<file path="src/rtl/avccrp_pkg.sv">
`default_nettype none

package avccrp_pkg;

  localparam int unsigned KindW = 4;

  localparam logic [KindW-1:0] PH_VERSION   = 4'd0;
  localparam logic [KindW-1:0] PH_PROFILE   = 4'd1;
  localparam logic [KindW-1:0] PH_COMPAT    = 4'd2;
  localparam logic [KindW-1:0] PH_LEVEL     = 4'd3;
  localparam logic [KindW-1:0] PH_LENSIZE   = 4'd4;
  localparam logic [KindW-1:0] PH_NSPS      = 4'd5;
  localparam logic [KindW-1:0] PH_SPSLEN_HI = 4'd6;
  localparam logic [KindW-1:0] PH_SPSLEN_LO = 4'd7;
  localparam logic [KindW-1:0] PH_SPS       = 4'd8;
  localparam logic [KindW-1:0] PH_NPPS      = 4'd9;
  localparam logic [KindW-1:0] PH_PPSLEN_HI = 4'd10;
  localparam logic [KindW-1:0] PH_PPSLEN_LO = 4'd11;
  localparam logic [KindW-1:0] PH_PPS       = 4'd12;
  localparam logic [KindW-1:0] PH_TRAILING  = 4'd13;

  localparam logic [7:0] LenSizeMask = 8'h03;
  localparam logic [7:0] NspsMask    = 8'h1F;

  typedef struct packed {
    logic [7:0] in_byte;
    logic       record_start;
  } in_word_t;

  typedef struct packed {
    logic [KindW-1:0] field_kind;
    logic [7:0]       field_value;
    logic [7:0]       unit_index;
    logic [15:0]      unit_offset;
    logic             unit_end;
    logic             record_complete;
  } out_word_t;

endpackage

`default_nettype wire

</file>
<file path="src/rtl/avccrp_stream_if.sv">
`default_nettype none

interface avccrp_stream_if #(
  parameter type data_t = logic
);
  logic  valid;
  logic  ready;
  data_t data;

  modport source (output valid, output data, input ready);
  modport sink (input valid, input data, output ready);
endinterface

`default_nettype wire

</file>
<file path="src/rtl/avc_config_record_parser_unit.sv">
// AVC decoder configuration record parser. Takes one record byte per word
// and returns one tagged word per byte: field kind, masked value and, for
// parameter-set payload bytes, set index, byte offset and end-of-set mark,
// plus a record-complete mark. The field decode and the counter updates
// sit between the parse state registers and the result register, so a
// byte is accepted every cycle while the result register is empty or
// being drained, and its tagged word is registered. A record start
// flag on a byte restarts parsing with that byte as the version byte.
`default_nettype none

module avc_config_record_parser_unit
  import avccrp_pkg::*;
(
  input  wire logic       clk_i,
  input  wire logic       rst_ni,
  avccrp_stream_if.sink   in_i,
  avccrp_stream_if.source out_o
);

  logic [KindW-1:0] phase_q, phase_d;
  logic [7:0]       sets_q, sets_d;
  logic [15:0]      rem_q, rem_d;
  logic [7:0]       len_hi_q, len_hi_d;
  logic [7:0]       set_num_q, set_num_d;
  logic [15:0]      pos_q, pos_d;
  out_word_t        out_q, out_d;
  logic             out_valid_q;

  in_word_t         in_word;
  logic             accept;
  logic [KindW-1:0] phase_c;
  logic [7:0]       sets_c, set_num_c, len_hi_c, sets_dec, value;
  logic [15:0]      rem_c, pos_c, rem_dec, len;
  logic             is_pps;

  assign in_word   = in_i.data;
  assign in_i.ready = !out_valid_q || out_o.ready;
  assign accept    = in_i.valid && in_i.ready;
  assign out_o.valid = out_valid_q;
  assign out_o.data  = out_q;

  assign phase_c   = in_word.record_start ? PH_VERSION : phase_q;
  assign sets_c    = in_word.record_start ? 8'd0 : sets_q;
  assign rem_c     = in_word.record_start ? 16'd0 : rem_q;
  assign len_hi_c  = in_word.record_start ? 8'd0 : len_hi_q;
  assign set_num_c = in_word.record_start ? 8'd0 : set_num_q;
  assign pos_c     = in_word.record_start ? 16'd0 : pos_q;
  assign sets_dec  = sets_c - 8'd1;
  assign rem_dec   = rem_c - 16'd1;
  assign len       = {len_hi_c, in_word.in_byte};
  assign is_pps    = phase_c inside {PH_PPSLEN_LO, PH_PPS};

  always_comb begin
    phase_d   = phase_c;
    sets_d    = sets_c;
    rem_d     = rem_c;
    len_hi_d  = len_hi_c;
    set_num_d = set_num_c;
    pos_d     = pos_c;
    value     = in_word.in_byte;
    out_d     = '0;
    out_d.field_kind = phase_c;
    case (phase_c)
      PH_VERSION, PH_PROFILE, PH_COMPAT, PH_LEVEL: begin
        phase_d = phase_c + 4'd1;
      end
      PH_LENSIZE: begin
        value   = in_word.in_byte & LenSizeMask;
        phase_d = PH_NSPS;
      end
      PH_NSPS, PH_NPPS: begin
        if (phase_c == PH_NSPS) begin
          value = in_word.in_byte & NspsMask;
        end
        sets_d    = value;
        set_num_d = 8'd0;
        if (value != 8'd0) begin
          phase_d = (phase_c == PH_NSPS) ? PH_SPSLEN_HI : PH_PPSLEN_HI;
        end else if (phase_c == PH_NSPS) begin
          phase_d = PH_NPPS;
        end else begin
          phase_d = PH_TRAILING;
          out_d.record_complete = 1'b1;
        end
      end
      PH_SPSLEN_HI, PH_PPSLEN_HI: begin
        len_hi_d = in_word.in_byte;
        phase_d  = phase_c + 4'd1;
      end
      PH_SPSLEN_LO, PH_PPSLEN_LO, PH_SPS, PH_PPS: begin
        if (phase_c inside {PH_SPS, PH_PPS}) begin
          out_d.unit_index  = set_num_c;
          out_d.unit_offset = pos_c;
          pos_d = pos_c + 16'd1;
          rem_d = rem_dec;
        end else if (len != 16'd0) begin
          rem_d   = len;
          pos_d   = 16'd0;
          phase_d = phase_c + 4'd1;
        end
        if (((phase_c inside {PH_SPS, PH_PPS}) && rem_dec == 16'd0) ||
            ((phase_c inside {PH_SPSLEN_LO, PH_PPSLEN_LO}) && len == 16'd0)) begin
          out_d.unit_end = (phase_c inside {PH_SPS, PH_PPS});
          sets_d    = sets_dec;
          set_num_d = set_num_c + 8'd1;
          if (sets_dec != 8'd0) begin
            phase_d = is_pps ? PH_PPSLEN_HI : PH_SPSLEN_HI;
          end else if (is_pps) begin
            phase_d = PH_TRAILING;
            out_d.record_complete = 1'b1;
          end else begin
            phase_d = PH_NPPS;
          end
        end
      end
      default: begin
        out_d.field_kind = PH_TRAILING;
        phase_d = PH_TRAILING;
      end
    endcase
    out_d.field_value = value;
  end

  always_ff @(posedge clk_i or negedge rst_ni) begin
    if (!rst_ni) begin
      phase_q     <= PH_VERSION;
      sets_q      <= '0;
      rem_q       <= '0;
      len_hi_q    <= '0;
      set_num_q   <= '0;
      pos_q       <= '0;
      out_valid_q <= 1'b0;
    end else begin
      if (accept) begin
        phase_q   <= phase_d;
        sets_q    <= sets_d;
        rem_q     <= rem_d;
        len_hi_q  <= len_hi_d;
        set_num_q <= set_num_d;
        pos_q     <= pos_d;
      end
      if (in_i.ready) begin
        out_valid_q <= in_i.valid;
      end
    end
  end

  always_ff @(posedge clk_i) begin
    if (accept) begin
      out_q <= out_d;
    end
  end

endmodule

`default_nettype wire
</file>
<file path="src/flat_wrapper.sv">
// flat-port wrapper written by rule: the top's interface ports become plain ports
module avc_config_record_parser_unit_flat import avccrp_pkg::*;
  (clk_i, rst_ni, in_i_valid, in_i_data, in_i_ready, out_o_valid, out_o_data, out_o_ready);
  avccrp_stream_if in_i_i ();
  avccrp_stream_if out_o_i ();
  input  wire logic clk_i;
  input  wire logic rst_ni;
  input wire logic [$bits(in_i_i.valid)-1:0] in_i_valid;
  input wire logic [$bits(in_i_i.data)-1:0] in_i_data;
  output wire logic [$bits(in_i_i.ready)-1:0] in_i_ready;
  output wire logic [$bits(out_o_i.valid)-1:0] out_o_valid;
  output wire logic [$bits(out_o_i.data)-1:0] out_o_data;
  input wire logic [$bits(out_o_i.ready)-1:0] out_o_ready;
  assign in_i_i.valid = in_i_valid;
  assign in_i_i.data = in_i_data;
  assign in_i_ready = in_i_i.ready;
  assign out_o_valid = out_o_i.valid;
  assign out_o_data = out_o_i.data;
  assign out_o_i.ready = out_o_ready;
  avc_config_record_parser_unit u_core (.clk_i(clk_i), .rst_ni(rst_ni), .in_i(in_i_i), .out_o(out_o_i));
endmodule
</file>
<file path="config.mk">
export PLATFORM = sky130hd
export DESIGN_NAME = avc_config_record_parser_unit_flat
export DESIGN_NICKNAME = d
export VERILOG_FILES = /design/src/rtl/avccrp_pkg.sv /design/src/rtl/avccrp_stream_if.sv /design/src/rtl/avc_config_record_parser_unit.sv /design/src/flat_wrapper.sv
export SDC_FILE = /design/constraint.sdc
export NUM_CORES = 1
export LEC_CHECK = 0
export ABC_AREA = 1
export ABC_CLOCK_PERIOD_IN_PS = 2490
export BUFFER_PORTS_ARGS = -buffer_cell sky130_fd_sc_hd__buf_4
export CORE_ASPECT_RATIO = 0.8
export CORE_MARGIN = 1
export CORE_UTILIZATION = 30
export DETAILED_ROUTE_END_ITERATION = 10
export SLEW_MARGIN = 20
export SYNTH_ARGS = -nofsm -noshare
export SYNTH_HDL_FRONTEND = slang
export SYNTH_SLANG_ARGS = --single-unit
</file>
<file path="constraint.sdc">
create_clock -name clk_i -period 2.49 [get_ports clk_i]
set_clock_uncertainty 0.1 [all_clocks]
set_input_delay 0.498 -clock clk_i [delete_from_list [all_inputs] [get_ports clk_i]]
set_output_delay 0.498 -clock clk_i [all_outputs]
set_load 0.1 [all_outputs]
</file>
Yosys cells after proc, flatten, opt, wreduce, memory -nomap -nowiden --
Index checks and enable logic that the tools add are counted. W data, S select, Z words.
Operators by class: $add $sub $neg 3, multiply operators 0, divide/modulo/power cells 0, $lt $le $gt $ge 0, eq/ne operators 12, shift-type cells 0, muxes and demuxes 27, bitwise logic cells 0, reductions and logical operators 19
Operator list (number):
- $mux W16 | 4
- $mux W8 | 5
- $logic_not A16 Y1 | 2
- $mux W4 | 8
- $eq A4 B4 Y1 const B | 5
- $eq A4 B3 Y1 const B | 4
- $pmux W4 S4 | 1
- $pmux W8 S2 | 1
- $reduce_bool A16 Y1 | 1
- $reduce_bool A8 Y1 | 2
- $sub A16 B1 Y16 const B | 1
- $eq A4 B2 Y1 const B | 2
- $sub A8 B1 Y8 const B | 1
- $mux W3 | 2
- $reduce_bool A2 Y1 | 3
- $reduce_or A6 Y1 | 1
- $mux W1 | 5
- $add A4 B1 Y4 const B | 1
- $eq A4 B1 Y1 const B | 1
- $logic_not A4 Y1 | 1
- $reduce_or A2 Y1 | 2
- $reduce_or A4 Y1 | 1
- $logic_and A1 B1 Y1 | 3
- $logic_or A1 B1 Y1 | 2
- 2 further kinds | 2
Storage, ports and cells: register bits after elaboration 38, latch bits 0, RAM bits 0, bits in read-only memories 0, output and inout bits 3, word-level logic and storage cells 67, memories kept 0

Longest topological paths before layout --
depth after elaboration 7, gate-level depth with buffers 22, mapped depth without buffers 20

Least setup slack after synthesis --
OpenSTA, ideal clock, no wires.
kind reg2reg, from reg u_core.out_valid_q (netlist: u_core.out_o.valid), to reg u_core.rem_q[12], library setup time 0.141 ns, data arrival time 2.775 ns, slack -0.526 ns, stages on the path, launching flop included 6, buffers on the path 2, clock period less this slack 3.016 ns, cells stage by stage dfrtp_1 nand2_1 nand2_1 clkbuf_1 clkbuf_1 a22oi_1
Between the ends: word-level cells in the longest chain between the ends 3
Ends and longest elaborated chain:
- start: declaration | line avc_config_record_parser_unit.sv:27 | logic out_valid_q;
- start signal: assignment | line avc_config_record_parser_unit.sv:143 | out_valid_q <= in_i.valid;
- $logic_not A1 Y1 | line avc_config_record_parser_unit.sv:37 | assign in_i.ready = !out_valid_q || out_o.ready;
- $logic_or A1 B1 Y1 | line avc_config_record_parser_unit.sv:37
- net in_i_ready | line flat_wrapper.sv:10 | output wire logic [$bits(in_i_i.ready)-1:0] in_i_ready;
- $logic_and A1 B1 Y1 | line avc_config_record_parser_unit.sv:38 | assign accept = in_i.valid && in_i.ready;
- end signal: assignment | line avc_config_record_parser_unit.sv:137 | rem_q <= rem_d;
- end: declaration | line avc_config_record_parser_unit.sv:22 | logic [15:0] rem_q, rem_d;
The timed path passes the listed nets, and every way through them passes these cells. A chain may end at the register's enable or synchronous reset.

Worst setup path in the final report --
from in in_i_data, to reg u_core.phase_q[0]
Between the ends: word-level cells in the longest chain between the ends 7, elaborated cells between the ends (all ways) 37, classes of those cells add/sub (3); eq/ne (12); mux (9); reduce/logical (13)
Ends and longest elaborated chain:
- start: declaration | line flat_wrapper.sv:9 | input wire logic [$bits(in_i_i.data)-1:0] in_i_data;
- $mux W16 or $mux W4 (tied branches) | line avc_config_record_parser_unit.sv:44, avc_config_record_parser_unit.sv:42
- $sub A16 B1 Y16, or another cell as far along | line avc_config_record_parser_unit.sv:49 | assign rem_dec = rem_c - 16'd1;
- $logic_not A16 Y1, or another cell as far along | line avc_config_record_parser_unit.sv:101 | if (((phase_c inside {PH_SPS, PH_PPS}) && rem_dec == 16'd0) ||
- $logic_and A1 B1 Y1 (on tied branches) | line avc_config_record_parser_unit.sv:101, avc_config_record_parser_unit.sv:102
- $logic_or A1 B1 Y1 | line avc_config_record_parser_unit.sv:101
- $mux W4 | line avc_config_record_parser_unit.sv:101
- $pmux W4 S4 (*) | line avc_config_record_parser_unit.sv:63 | case (phase_c)
- end signal: assignment | line avc_config_record_parser_unit.sv:135 | phase_q <= phase_d;
- end: declaration | line avc_config_record_parser_unit.sv:20 | logic [KindW-1:0] phase_q, phase_d;
Every way passes the cells marked *; elsewhere a longest branch is shown, timed or not.

==> impl_summary.log <==
[metrics] post-synthesis sequential area ratio: 29.5%
[metrics] highest achievable clock rate: 424 MHz
[metrics] vias per cell: 4.83
[metrics] FF+latch count, synth: 38
[metrics] layout cell share with drive strength beyond 1: 32.3%
[metrics] synthesized area per cell: 6.68 um2
[metrics] Worst Path Buf+Inv: 4
[metrics] leakage power figure: 2.21 nW
[metrics] drt pass-1 iters: 5
[metrics] Initial Utilization: 31.3%
[metrics] number of library cell types mapped by synthesis: 43
[metrics] all-layer global routing usage: 18.1%
[metrics] horizontal die dimension: 118 um
[metrics] library cell appearing most often on the critical path: sky130_fd_sc_hd__nand2_1
[metrics] class of the most critical hold timing path: in2async
[metrics] net count after synthesis: 500
[metrics] end of the worst register-to-register path: u_core.phase_q[0]
[metrics] Syn-to-layout area delta: 36.6%
[metrics] Worst Tran Pin Value: 0.514 ns
[metrics] Setup crit start: in_i_data
[metrics] sink count of the clock tree: 38
[metrics] Worst Setup End Kind: register
[metrics] floorplan die area: 0.0112 mm2
[metrics] Hold Violations, Final: 0
[metrics] family of cells with the greatest summed delay on the critical path: simple AND/OR/NAND/NOR gates
[metrics] critical path startpoint category: input port
[metrics] maximum vdd ir drop: 366 uV
[metrics] clock transition at the registers of the reported paths: 0.06 ns
[metrics] Antenna diodes: 0
[metrics] overall power of the completed layout: 0.00351 W
[metrics] num ports: 8
[metrics] fraction of registers with async set/reset: 97.4%
[metrics] clock root buffer master: sky130_fd_sc_hd__clkbuf_16
[metrics] TritonCTS buffer count: 5
[metrics] total wirelength of the detailed-routed design: 9720 um
[metrics] global-route congestion overflow total: 0
[metrics] Slew HR: 65.7%
[metrics] worst setup path endpoint: u_core.phase_q[0]
[metrics] type of the setup path with the least slack: in2reg
[metrics] cell area after synthesis: 0.00324 mm2
[metrics] num rows: 33
[metrics] Port Buf Inserts: 7
[metrics] count of endpoints failing setup in the final report: 0
[metrics] required time of the critical path: 2.60 ns
[metrics] placeable core region: 0.0104 mm2
[metrics] wire length per cell: 13.7 um
[metrics] DRC violation count after routing: 0
[metrics] source-to-sink clock delay at the later pin of the worst-skew pair: 0.29 ns
[metrics] setup repair after global routing missed its margin: yes
[metrics] max-capacitance violation count: 0
[metrics] number of design-rule violations left by the first detailed-router iteration: 245
[metrics] max-slew violation count: 0
[metrics] Critical-path top delay cell: sky130_fd_sc_hd__buf_12
[metrics] via count of the first global-routing pass: 3221
[metrics] Worst Path Arrival: 2.46 ns
[metrics] post-synthesis cell count: 485
[metrics] ratio of final minimum period to clock period: 94.7%
[metrics] outcome: completed
[metrics] Register-to-Register Path Depth: 17
[metrics] sequence of cells on the critical path: buf_6 > inv_4 > buf_12 > o21ai_0 > nand2_1 > nor2_4 > nand2_1 > nand2_1 > nor2_1 > nand2_1 > nor2_2 > nand3_4 > buf_6 > nand3_1 > nand3_2 > a22oi_2
[metrics] first-pass GRT wire length: 16000 um
[metrics] delay of the slowest cell on the worst path: 0.19 ns
[metrics] final-layout worst hold slack: 0.0860 ns
[metrics] critical path depth: 16
[metrics] Placer Congestion: 0.924
[metrics] cell area power density: 793 mW/mm2
[metrics] total of fill cells in the finished design: 1042
[metrics] Syn. warnings: 0
[metrics] Vias: 3414
[metrics] TritonCTS clock tree: yes
[metrics] pin count of the biggest net entering global routing: 38
[metrics] largest buffer count on any clock path: 2
[metrics] initial antenna violation count: 0
[metrics] launching point of the worst reg2reg path: u_core.rem_q[0]
[metrics] most used flip-flop cell after synthesis: sky130_fd_sc_hd__dfrtp_1
[metrics] highest net fanout along the worst path: 18
[metrics] half-perimeter wire length of the detailed placement result: 7060 um
[metrics] Post-synth EDFFs: 1
[metrics] hold buffer count at cts: 0
[metrics] Final #Nets: 581
[metrics] H-tree Lvls: 2
[metrics] final critical-path required period: 2.36 ns
[metrics] setup slack, reg-to-reg: 0.14 ns
[metrics] floorplan die height: 94.9 um
[metrics] ANT nets after route: 0
==> worst min path at each step <==
stage,startpoint,end,slack [ns]
after floorplan,rst_ni,u_core.len_hi_q[0],0.10
after global placement,u_core.len_hi_q[3],u_core.len_hi_q[3],0.37
after detailed placement,u_core.len_hi_q[0],u_core.len_hi_q[0],0.38
after CTS,rst_ni,u_core.rem_q[14],0.11
after global routing,rst_ni,u_core.rem_q[15],0.13
final,rst_ni,u_core.rem_q[6],0.09
==> layout make-up <==
class / instances / area (um2) / area share (%)
multi-input cells: 360 / 2120 / 47.9
flip-flops and latches: 38 / 958 / 21.7
repair buffers: 91 / 714 / 16.1
inverters: 70 / 265 / 6.00
well taps: 140 / 175 / 3.96
clock buffers: 5 / 125 / 2.83
clock inverters: 3 / 68.8 / 1.56
==> timing repair <==
item	CTS	global route
pin swaps	0	25
setup buffers	1	2
gates resized for setup	4	53
endpoints found under the setup margin	1	20
cloned	0	0
==> synth_stat cells, types with 6 or more instances <==
| cell | count | area [um2] |
|---|---|---|
| sky130_fd_sc_hd__ha_1 | 10 | 125 |
| sky130_fd_sc_hd__o21ai_0 | 23 | 115 |
| sky130_fd_sc_hd__dfrtp_1 | 37 | 926 |
| sky130_fd_sc_hd__nor2_1 | 65 | 244 |
| sky130_fd_sc_hd__inv_1 | 64 | 240 |
| sky130_fd_sc_hd__nor3_1 | 6 | 30.0 |
| sky130_fd_sc_hd__nand2_2 | 8 | 50.1 |
| sky130_fd_sc_hd__nand2_1 | 120 | 450 |
| sky130_fd_sc_hd__buf_2 | 6 | 30.0 |
| sky130_fd_sc_hd__a21oi_1 | 26 | 130 |
| sky130_fd_sc_hd__nand3_1 | 40 | 200 |
| sky130_fd_sc_hd__xor2_1 | 9 | 78.8 |
==> metrics by stage <==
stage / util [%] / cell area [um2] / setup TNS (ns) / setup slack [ns] / instances
6_report: 42.7 / 4420 / 0 / 0.132 / 707
3_3_place_gp: 38.6 / 4010 / -3.78 / -0.221 / 696
4_1_cts: 40.7 / 4220 / 0 / 0.00545 / 705
2_1_floorplan: - / 3280 / 0 / 0.00482 / 485
3_5_place_dp: 38.6 / 4010 / -3.98 / -0.212 / 696
5_1_grt: 42.7 / 4420 / -0.0625 / -0.0455 / 707
==> power by group <==
| part | internal (W) | switching (W) | total, W | leakage [nW] |
|---|---|---|---|---|
| clock | 0.000576 | 0.000277 | 0.000853 | 0.0940 |
| combinational | 0.000755 | 0.00102 | 0.00178 | 1.65 |
| sequential | 0.000751 | 0.000127 | 0.000877 | 0.465 |
==> cell families after synthesis <==
logic type / share of synthesized area, %
AOI/OAI and AO/OA: 14.5
xor gates and xnor gates: 2.70
adders and majority gates: 3.86
buffers and inverters: 11.8
DFF: 29.5
and+or+nand+nor: 37.7
==> sequential cells by signal, indices dropped and copies added, names as in the netlist <==
register / flops
u_core.out_o.data: 1
u_core.out_o.valid: 1
u_core.phase_q: 4
u_core.len_hi_q: 8
u_core.rem_q: 16
u_core.sets_q: 8
==> worst register-to-register path, delay by kind of cell (launching register included) <==
kind / cells / cell delay [ns]
adder cells (fa/ha/maj): 1 / 0.15
AO/OA/AOI/OAI: 1 / 0.17
flip-flops: 1 / 0.37
buffers and inverters: 3 / 0.31
AND/OR/NAND/NOR: 12 / 1.17
==> metal layers <==
metal	GRT usage, %	up-vias	part of all wire (%)
li1	-	1724	-
met1	26.8	1581	51
met2	26.3	100	42
met3	3.99	9	6.5
met4	4.59	0	0.74
met5	0	-	0
==> cell usage in the layout (no fill, tap or decap), types with 2 or more instances in the layout <==
cell,instances
sky130_fd_sc_hd__nor2_2,8
sky130_fd_sc_hd__nor3_1,3
sky130_fd_sc_hd__nor2_1,57
sky130_fd_sc_hd__ha_4,2
sky130_fd_sc_hd__nor3_2,5
sky130_fd_sc_hd__a21oi_1,26
sky130_fd_sc_hd__o22ai_1,3
sky130_fd_sc_hd__nor2_4,8
sky130_fd_sc_hd__nand2_4,9
sky130_fd_sc_hd__o21ai_0,19
sky130_fd_sc_hd__o21ai_2,7
sky130_fd_sc_hd__xor2_1,7
sky130_fd_sc_hd__nand3b_1,2
sky130_fd_sc_hd__a31oi_1,3
sky130_fd_sc_hd__dfrtp_2,2
sky130_fd_sc_hd__a22oi_1,4
sky130_fd_sc_hd__buf_6,5
sky130_fd_sc_hd__bufinv_16,2
sky130_fd_sc_hd__buf_4,85
sky130_fd_sc_hd__nand2_2,14
sky130_fd_sc_hd__nand3_2,7
sky130_fd_sc_hd__inv_2,9
sky130_fd_sc_hd__o31ai_1,2
sky130_fd_sc_hd__nand3_4,2
sky130_fd_sc_hd__a22oi_2,5
sky130_fd_sc_hd__nand2_1,109
sky130_fd_sc_hd__nand2_8,2
sky130_fd_sc_hd__nand3_1,36
sky130_fd_sc_hd__xor2_2,2
sky130_fd_sc_hd__ha_1,8
sky130_fd_sc_hd__inv_1,59
sky130_fd_sc_hd__clkbuf_16,5
sky130_fd_sc_hd__dfrtp_1,35
(Power assumes the default switching activity.)
